===== src/rtl/trsi_pkg.sv =====
`timescale 1ns / 1ps
package trsi_pkg;

  localparam int DET_EPS     = 17;
  localparam int INV_SHIFT   = 28;
  localparam int QBITS       = 34;
  localparam int OUT_IDX_W   = 24;
  localparam int INV_W       = 32;
  localparam int AREA_W      = 49;
  localparam int MAT_IN_W    = 32;
  localparam int MAT_W       = 31;
  localparam int OUT_DATA_W  = 280;
  localparam logic [MAT_W-1:0] MAT_DEFAULT = 31'd256000000;
  localparam logic [INV_W-1:0] INV_POS_MAX = 32'h7FFF_FFFF;
  localparam logic [INV_W-1:0] INV_NEG_MIN = 32'h8000_0000;

  function automatic int trsi_entry_w(int iw, int cw);
    return 3 * iw + 4 * (cw + 1) + 1 + (2 * cw + 3) + MAT_W;
  endfunction

endpackage


===== src/rtl/trsi_queue.sv =====
`timescale 1ns / 1ps
module trsi_queue import trsi_pkg::*; #(
  parameter int W = 8
) (
  input  logic         clk,
  input  logic         rst_n,
  input  logic         wr_valid,
  output logic         wr_ready,
  input  logic [W-1:0] wr_data,
  output logic         rd_valid,
  input  logic         rd_ready,
  output logic [W-1:0] rd_data
);

  logic [W-1:0] mem_r [4];
  logic [1:0]   wp_r, rp_r;
  logic [2:0]   cnt_r;
  logic         push, pop;

  assign wr_ready = (cnt_r != 3'd4);
  assign rd_valid = (cnt_r != 3'd0);
  assign rd_data  = mem_r[rp_r];
  assign push     = wr_valid && wr_ready;
  assign pop      = rd_valid && rd_ready;

  always_ff @(posedge clk) begin
    if (!rst_n) begin
      wp_r  <= '0;
      rp_r  <= '0;
      cnt_r <= '0;
    end else begin
      if (push) wp_r <= wp_r + 2'd1;
      if (pop)  rp_r <= rp_r + 2'd1;
      cnt_r <= cnt_r + 3'(push) - 3'(pop);
    end
  end

  always_ff @(posedge clk) begin
    if (push) mem_r[wp_r] <= wr_data;
  end

endmodule


===== config.mk =====
export PLATFORM = sky130hd
export DESIGN_NAME = trsi_queue
export DESIGN_NICKNAME = d
export VERILOG_FILES = /design/src/rtl/trsi_pkg.sv /design/src/rtl/trsi_queue.sv
export SDC_FILE = /design/constraint.sdc
export NUM_CORES = 1
export LEC_CHECK = 0
export BUFFER_PORTS_ARGS = -buffer_cell sky130_fd_sc_hd__buf_2
export CAP_MARGIN = 5
export CORE_ASPECT_RATIO = 0.8
export CORE_MARGIN = 2
export CORE_UTILIZATION = 50
export CTS_CLUSTER_SIZE = 14
export DETAILED_ROUTE_END_ITERATION = 8
export GPL_TIMING_DRIVEN = 1
export PLACE_DENSITY = 0.71
export RECOVER_POWER = 100
export SLEW_MARGIN = 20
export SYNTH_ARGS = -nofsm -noshare
export SYNTH_HDL_FRONTEND = slang
export SYNTH_SLANG_ARGS = --single-unit

===== constraint.sdc =====
create_clock -name clk -period 6.5 [get_ports clk]
set_input_delay 0 -clock clk [delete_from_list [all_inputs] [get_ports clk]]
set_output_delay 0 -clock clk [all_outputs]
set_load 0.005 [all_outputs]

==> results of run 1 <==
state kept, by name (all words and copies together) (netlist names), named ones only:
signal	flops
cnt_r	3
wp_r	2
mem_r	32
rp_r	2
synthesized netlist by cell type:
master,instances,share of area [%]
edfxtp_1,32,59
dfxtp_1,9,11
mux4_2,8,11
and2_1,7,2.7
ha_1,6,4.6
inv_1,5,1.1
nand2_1,5,1.1
xnor2_1,4,2.1
nor2b_1,3,1.1
clkbuf_1,2,0.46
mux2i_1,2,1.2
a21boi_2,1,0.69
buf_4,1,0.46
fa_1,1,1.2
nor2_1,1,0.23
o311ai_2,1,0.99
o31a_2,1,0.61
or3_2,1,0.46
final cells by class:
cell class | count | area (µm²)
Clock buffer | 5 | 68.8
Clock inverter | 3 | 17.5
Fill cell | 248 | 1200
Inverter | 5 | 18.8
Multi-Input combinational cell | 41 | 449
Sequential cell | 41 | 1140
Tap cell | 40 | 50.0
Timing Repair Buffer | 29 | 165
where the power goes:
part / internal (mW) / total [mW] / switching [mW]
clock network: 0.0741 / 0.158 / 0.0835
registers: 0.323 / 0.359 / 0.0360
logic: 0.0918 / 0.158 / 0.0665
total: 0.489 / 0.675 / 0.186
per-layer routing:
layer  GRT usage, %  vias to the layer above  share of wire, %
met5              0                        -                 0
met4           6.00                        0               1.3
met3           5.47                        3               3.5
met2           26.4                       17                53
met1           18.6                      402                42
li1               -                      398                 -
path summary, 6_finish.rpt:
check             slack (ps)              endpoint                  from  cells after the start
setup / recovery        3790   cnt_r[2]$_SDFF_PN0_   cnt_r[1]$_SDFF_PN0_                     11
hold / removal            40  wp_r[1]$_SDFFE_PN0P_                 rst_n                      3
setup reg to reg        3790   cnt_r[2]$_SDFF_PN0_   cnt_r[1]$_SDFF_PN0_                     11
hold reg to reg          500  wp_r[1]$_SDFFE_PN0P_  wp_r[1]$_SDFFE_PN0P_                      2
per-stage QoR:
stage                     worst slack, ps  hold WS (ps)
final                                3790          38.1
after global routing                 3490          48.8
after CTS                            4090          37.6
after detailed placement             4110           224
after global placement               4210           211
after floorplan                      4280          98.9
cell usage in the layout, fill, tap and decap left out, drive strengths merged, types with 2 or more instances in the layout:
cell and count:
edfxtp 32, clkbuf 21, dfxtp 9, mux4 8, dlygate4sd3 8, and2 7
ha 6, inv 5, nand2 5, buf 5, xnor2 4, nor2b 3
clkinv 3, mux2i 2
cells by family (layout without fill, tap and decap cells):
kind of cell	after synthesis	after routing
flip-flops	41	41
AND/OR/NAND/NOR	17	17
multiplexers	10	10
buffers and inverters	8	42
adder cells (fa/ha/maj)	7	7
XOR/XNOR	4	4
AO/OA/AOI/OAI	3	3
critical path: cells and delay by family (launching register included):
family / cells / cell delay, ps
flops: 1 / 460
buf+inv: 3 / 200
simple gates: 2 / 250
fa+ha+maj: 3 / 810
compound gates: 1 / 620
xor+xnor: 2 / 270
==> out/qor.csv, run 1 <==
metric;value;unit
CP Class;register to register;
DRT Wirelength;2.40;mm
area grow syn2layout;16.8;%
Compound-Gate Fraction of Synth Area;2.30;%
DRC Markers;0;
Total GRT Usage;15.6;%
register bit total from synthesis;41;
simple-gate share of the synthesized area;5.66;%
Mean Syn Cell Area;18.2;µm²
detail-routed via count per cell;5.00;
cts hold-fix bufs;8;
design area;1910;µm²
chip width;67.9;µm
register area share after synthesis;69.8;%
Num CTS Buffers;5;
crit path launch type;register;
H-tree levels;2;
mux cell area share after synthesis;12.2;%
min cycle time layout;2710;ps
Post-CTS Resized;0;
Critical Path AT;2900;ps
Max Buffers Root-to-Sink;2;
worst hold-check path type;primary input to register;
Inserted Diodes;0;
remaining global-route overflow;0;
Layout Cells excl Fill;164;
syn nets;109;
CP required;6690;ps
IO Count;22;
global-route wire length before repair;3.95;mm
DP Wirelength;1.67;mm
placed instance area;1780;µm²
Final Wtd Congestion;0.685;
total negative slack;0;ps
I/O Buffers;21;
cells after synthesis;90;
Cell Chain, Critical Path;nor2_1, a21boi_0, inv_1, ha_1, inv_1, ha_1, inv_1, fa_1, xnor2_1, xnor2_1, and2_1;
critical-path maximum fanout;7;
Rows;18;
Relative slew margins;49.5;%
adder-cell share of the synthesized area;5.81;%
CTS Root Cell;clkbuf_8;
# setup viols final;0;
leakage;0.654;nW
vias in the first global route;919;
Tightest Pin Transition;750;ps
DR iter-0 viols;23;
largest net degree at the start of global routing;14;
initial antenna violation count;0;
clock sink total;41;
Fin. Hold Viols;0;
unrepaired setup endpoints after global routing;no;
outcome;complete, no violations;
Core ar.;3110;µm²
dpl cells;148;
Initial Utilization;52.6;%
antenna violation net count after detailed routing;0;
PD cells;353;nW/µm²
number of detailed-route iterations in the first pass;4;
CTS tree;done;
period utilisation layout;41.7;%
kind of end point of the critical path;register;
synthesized area;1640;µm²
worst IR drop on VDD;0.178;mV
Worst Clk Skew;3.03;ps
Max-cap violations;0;
Core Util, Final;61.5;%
setup bufs post-CTS;0;
area of the die;3750;µm²
slowest stage delay, CP;620;ps
Yosys warning total;0;
share of post-route cells with drive strength above 1;17.7;%
Synth Area in XOR/XNOR;2.14;%
Via Count;820;
Worst-path clk slew;70;ps
largest family of logic cells by synthesized area;multiplexers;
Clock Latency Late Sink;290;ps
Worst path slowest cell;a21boi_0;
Max Slew Vio Count;0;
Die Y;55.2;µm
Distinct cells, synth;18;
Final Power;675;µW
final net count;142;
most used cell along the critical path;inv_1;
fmax;0.369;GHz
Routed wire per std cell;14.6;µm
No activity file was read; power rests on OpenSTA's default activity.
==> inputs of run 2 (changes only) <==
==> constraint.sdc (replaced) <==
create_clock -name clk -period 2.7 [get_ports clk]
set_input_delay 0 -clock clk [delete_from_list [all_inputs] [get_ports clk]]
set_output_delay 0 -clock clk [all_outputs]
set_load 0.005 [all_outputs]
==> run 2 against run 1 <==
Effect of this change:
- cell count unchanged
- count of clock-buffer cells in the layout did not move
- critical path depth did not move
- sequential share of layout area down 0.12 points
- die area unchanged
- maximum frequency up 14%
- first-iteration DRC count stayed put
- clock power up 140%
- sequential power grew 140%
- critical endpoint unchanged
- highest routed layer unchanged
==> out/qor.csv, run 2 (synthesized netlist as in run 1, its figures left out) <==
metric;value;unit
I/O Buffers;21;
final net count;142;
outcome;complete, no violations;
initial antenna violation count;0;
Worst Clk Skew;3.24;ps
number of detailed-route iterations in the first pass;4;
PD cells;852;nW/µm²
Biggest register;mem_r;
hold slack;37.6;ps
antenna violation net count after detailed routing;0;
DR iter-0 viols;23;
Post-CTS Resized;0;
clock power share;23.3;%
Fin. Hold Viols;0;
Worst-path clk slew;70;ps
critical-path maximum fanout;7;
Cell Chain, Critical Path;nor2_1, a21boi_2, inv_1, ha_1, inv_1, ha_1, inv_1, fa_1, xnor2_1, xnor2_1, and2_1;
FILL cells;248;
worst IR drop on VDD;0.429;mV
CP required;2890;ps
Worst path slowest cell;dfxtp_1;
global-route wire length before repair;3.95;mm
Gate power share;23.6;%
min cycle time layout;2370;ps
unrepaired setup endpoints after global routing;no;
DRT Wirelength;2.40;mm
crit path launch type;register;
kind of end point of the critical path;register;
max FFs per register;32;
Sequential cell area;1140;µm²
Max Slew Vio Count;0;
DP Wirelength;1.67;mm
total negative slack;0;ps
DRC Markers;0;
Final Wtd Congestion;0.685;
leakage;0.655;nW
Die Y;55.2;µm
period utilisation layout;87.7;%
area grow syn2layout;17.1;%
Core ar.;3110;µm²
Num CTS Buffers;5;
vias in the first global route;919;
CTS tree;done;
share of post-route cells with drive strength above 1;18.5;%
Max-cap violations;0;
# setup viols final;0;
Largest delay share family, worst path;adder cells;
Critical Path AT;2560;ps
IO Count;22;
remaining global-route overflow;0;
setup bufs post-CTS;0;
clock sink total;41;
H-tree levels;2;
most used cell along the critical path;inv_1;
CP Class;register to register;
worst slack, placed;306;ps
Critical path buffers and inverters;3;
Via Count;827;
most frequent cells in the layout;edfxtp_1, clkbuf_1, dfxtp_1, mux4_2, dlygate4sd3_1;
Inserted Diodes;0;
Tightest Pin Transition;648;ps
Reg power frac;53.1;%
chip width;67.9;µm
Routed wire per std cell;14.7;µm
Net Sw Power;453;µW
Final Power;1.63;mW
Rows;18;
fmax;0.422;GHz
commonest non-fill, non-tap cell in the layout;edfxtp_1;
Initial Utilization;52.6;%
Clock Latency Late Sink;290;ps
area of the die;3750;µm²
cts hold-fix bufs;8;
biggest regs;mem_r x32, cnt_r x3;
Max Buffers Root-to-Sink;2;
area occupied by multi-input gates;453;µm²
detail-routed via count per cell;5.04;
Relative slew margins;56.8;%
largest net degree at the start of global routing;14;
final worst slack;332;ps
CTS Root Cell;clkbuf_8;
worst hold-check path type;primary input to register;
cell internal pwr;1.18;mW
Total GRT Usage;15.6;%
slowest stage delay, CP;460;ps
Switching Share;27.8;%
run 2: cell counts in the layout (fill, tap and decap cells not counted):
No cell type changed its count.
run 2: power groups by stage:
| stage | Sequential [mW] | Clock, mW | Combinational [mW] |
|---|---|---|---|
| 3_5_place_dp | 0.889 | 0 | 0.401 |
| 2_1_floorplan | 0.835 | 0 | 0.324 |
| 3_3_place_gp | 0.880 | 0 | 0.391 |
| 6_report | 0.866 | 0.381 | 0.385 |
| 4_1_cts | 0.875 | 0.391 | 0.411 |
| 5_1_grt | 0.885 | 0.411 | 0.454 |
run 2: layout make-up:
class / instances / area share (%)
Multi-Input combinational cell: 41 / 23.7
Tap cell: 40 / 2.61
Clock inverter: 3 / 0.915
Timing Repair Buffer: 29 / 8.63
Inverter: 5 / 0.980
Clock buffer: 5 / 3.59
Sequential cell: 41 / 59.6
run 2: worst paths after layout:
path	startpoint	endpoint	slack (ps)	cells after the start
worst min-delay path	rst_n	wp_r[1]$_SDFFE_PN0P_	40	3
worst max register to register	cnt_r[1]$_SDFF_PN0_	cnt_r[2]$_SDFF_PN0_	330	11
worst max-delay path	cnt_r[1]$_SDFF_PN0_	cnt_r[2]$_SDFF_PN0_	330	11
worst min register to register	wp_r[1]$_SDFFE_PN0P_	wp_r[1]$_SDFFE_PN0P_	500	2
run 2: per-stage QoR:
| step | instances | util (%) | cell area [µm²] |
|---|---|---|---|
| 2_1_floorplan | 90 | - | 1640 |
| 3_3_place_gp | 148 | 57.1 | 1780 |
| 3_5_place_dp | 148 | 57.1 | 1780 |
| 4_1_cts | 164 | 62.5 | 1940 |
| 5_1_grt | 164 | 61.6 | 1910 |
| 6_report | 164 | 61.6 | 1910 |
run 2: worst reg2reg max path: stages, from the launching register on:
cell and delay, ps:
dfxtp_1 460, nor2_1 110, a21boi_2 300, inv_1 80, ha_1 290, inv_1 50
ha_1 130, inv_1 50, fa_1 370, xnor2_1 150, xnor2_1 120, and2_1 150
run 2: per-layer routing:
layer | up-vias | part of all wire (%) | track usage, %
met4 | 0 | 1.2 | 6.00
met1 | 407 | 42 | 18.6
li1 | 398 | - | -
met5 | - | 0 | 0
met2 | 18 | 52 | 26.4
met3 | 4 | 4.5 | 5.47
==> inputs of run 3 (changes only) <==
--- a/config.mk
+++ b/config.mk
@@ -9,11 +9,11 @@
 export CAP_MARGIN = 5
 export CORE_ASPECT_RATIO = 0.8
 export CORE_MARGIN = 2
-export CORE_UTILIZATION = 50
+export CORE_UTILIZATION = 40
 export CTS_CLUSTER_SIZE = 14
 export DETAILED_ROUTE_END_ITERATION = 8
 export GPL_TIMING_DRIVEN = 1
-export PLACE_DENSITY = 0.71
+export PLACE_DENSITY = 0.58
 export RECOVER_POWER = 100
 export SLEW_MARGIN = 20
 export SYNTH_ARGS = -nofsm -noshare
==> run 3 against run 2 <==
Effect of this change:
- combinational power grew 4%
- cell count is 9.1% higher
- power rose by 6.9%
- clock skew is essentially flat
- die area grew 23%
- wire length increased by 7.9%
- sequential power is essentially flat
- count of clock-buffer cells in the layout up 1
- maximum frequency rose by 0.12%
- cell area increased by 2.4%
- largest power group unchanged
- largest cell class unchanged
==> out/qor.csv, run 3 (synthesized netlist as in run 1, its figures left out) <==
metric;value;unit
Worst setup startpoint;cnt_r[1]$_SDFF_PN0_;
slowest stage delay, CP;450;ps
H-tree levels;2;
worst IR drop on VDD;0.432;mV
Critical R2R Capture;cnt_r[2]$_SDFF_PN0_;
initial antenna violation count;0;
Switching Share;26.3;%
largest net degree at the start of global routing;14;
PD cells;890;nW/µm²
CP required;2890;ps
global-route wire length before repair;4.13;mm
detail-routed via count per cell;4.67;
worst hold-check path type;primary input to register;
vias in the first global route;826;
Tightest Pin Transition;659;ps
most used cell along the critical path;inv_1;
fmax;0.423;GHz
final worst slack;334;ps
CP Class;register to register;
r2r setup slk;330;ps
DRT Wirelength;2.60;mm
max FFs per register;32;
Worst Clk Skew;3.15;ps
chip width;75.5;µm
clock power share;27.3;%
Critical Path Sink;cnt_r[2]$_SDFF_PN0_;
Routed wire per std cell;14.5;µm
worst slack, placed;286;ps
commonest non-fill, non-tap cell in the layout;edfxtp_1;
Max-cap violations;0;
Total GRT Usage;13.5;%
critical-path maximum fanout;7;
share of post-route cells with drive strength above 1;21.8;%
area of the die;4620;µm²
Final Wtd Congestion;0.706;
area grow syn2layout;19.8;%
cell internal pwr;1.28;mW
outcome;complete, no violations;
Fin. Hold Viols;0;
leakage;0.677;nW
Via Count;836;
DP Wirelength;1.77;mm
Max Buffers Root-to-Sink;2;
Core ar.;3850;µm²
period utilisation layout;87.6;%
most frequent cells in the layout;edfxtp_1, clkbuf_1, dfxtp_1, buf_2;
number of detailed-route iterations in the first pass;4;
unrepaired setup endpoints after global routing;no;
clock sink total;41;
Reg-to-Reg Start;cnt_r[1]$_SDFF_PN0_;
Net Sw Power;459;µW
Reg power frac;49.6;%
CTS tree;done;
antenna violation net count after detailed routing;0;
Worst path slowest cell;dfxtp_1;
Inserted Diodes;0;
# setup viols final;0;
Critical Path AT;2550;ps
final net count;142;
Max Slew Vio Count;0;
crit path launch type;register;
FF-to-FF path depth;11;
Worst-path clk slew;70;ps
I/O Buffers;21;
min cycle time layout;2370;ps
Gate power share;23.1;%
Initial Utilization;42.4;%
Num CTS Buffers;5;
setup bufs post-CTS;0;
total negative slack;0;ps
Biggest register;mem_r;
biggest regs;mem_r x32, cnt_r x3;
CTS Root Cell;clkbuf_8;
DR iter-0 viols;32;
Die Y;61.2;µm
Cell Chain, Critical Path;nor2_1, a21boi_2, inv_1, ha_1, inv_1, ha_1, inv_1, fa_1, xnor2_1, xnor2_1, and2_1;
Rows;20;
IO Count;22;
Relative slew margins;56.0;%
DRC Markers;0;
Clock Latency Late Sink;290;ps
remaining global-route overflow;0;
kind of end point of the critical path;register;
[run 3: worst min path at each step]
stage / start / end / cells after the start
2_1_floorplan: wr_data[0] / mem_r[0][0]$_DFFE_PP_ / 0
3_3_place_gp: wr_data[3] / mem_r[1][3]$_DFFE_PP_ / 1
3_5_place_dp: wr_data[3] / mem_r[3][3]$_DFFE_PP_ / 1
4_1_cts: rst_n / cnt_r[1]$_SDFF_PN0_ / 2
5_1_grt: rst_n / register / 2
6_report: rst_n / cnt_r[1]$_SDFF_PN0_ / 2
[run 3: what timing repair did]
item	in CTS	in global routing
resized for setup	0	0
endpoints found under the hold margin	32	0
hold buffers	8	0
[run 3: final cells by class]
class	instances	area [µm²]
Clock inverter	2	35.0
Tap cell	55	68.8
Sequential cell	41	1140
Timing Repair Buffer	29	170
Inverter	5	18.8
Fill cell	359	1890
Multi-Input combinational cell	41	453
Clock buffer	6	72.6
[run 3: critical path: cells and delay by family, from the launching register on]
kind | cells | cell delay, ps
buf+inv | 3 | 190
fa+ha+maj | 3 | 790
simple gates | 2 | 260
flops | 1 | 450
compound gates | 1 | 290
xor+xnor | 2 | 270
[run 3: metal layers]
metal | GRT usage, % | wire length [µm] | vias to the layer above
met5 | 0 | 0 | -
met4 | 6.02 | 54 | 0
met3 | 6.55 | 102 | 8
met2 | 22.0 | 1300 | 17
met1 | 15.3 | 1140 | 413
li1 | - | - | 398
[run 3: power groups by stage]
stage	clock network, mW	logic, mW	registers (mW)
6_report	0.475	0.402	0.865
5_1_grt	0.525	0.452	0.886
2_1_floorplan	0	0.324	0.835
4_1_cts	0.495	0.423	0.875
3_5_place_dp	0	0.413	0.889
3_3_place_gp	0	0.397	0.882
[run 3: per-stage QoR]
step                area [µm²]  power (mW)  utilization (%)  std cells  hold slack, ps
floorplan                 1640        1.16                -         90            98.9
global placement          1790        1.28             46.6        163             213
detailed placement        1790        1.30             46.6        163             226
CTS                       1980        1.79             51.4        179            38.5
global route              1960        1.86             50.8        179            33.9
finish                    1960        1.74             50.8        179            45.6
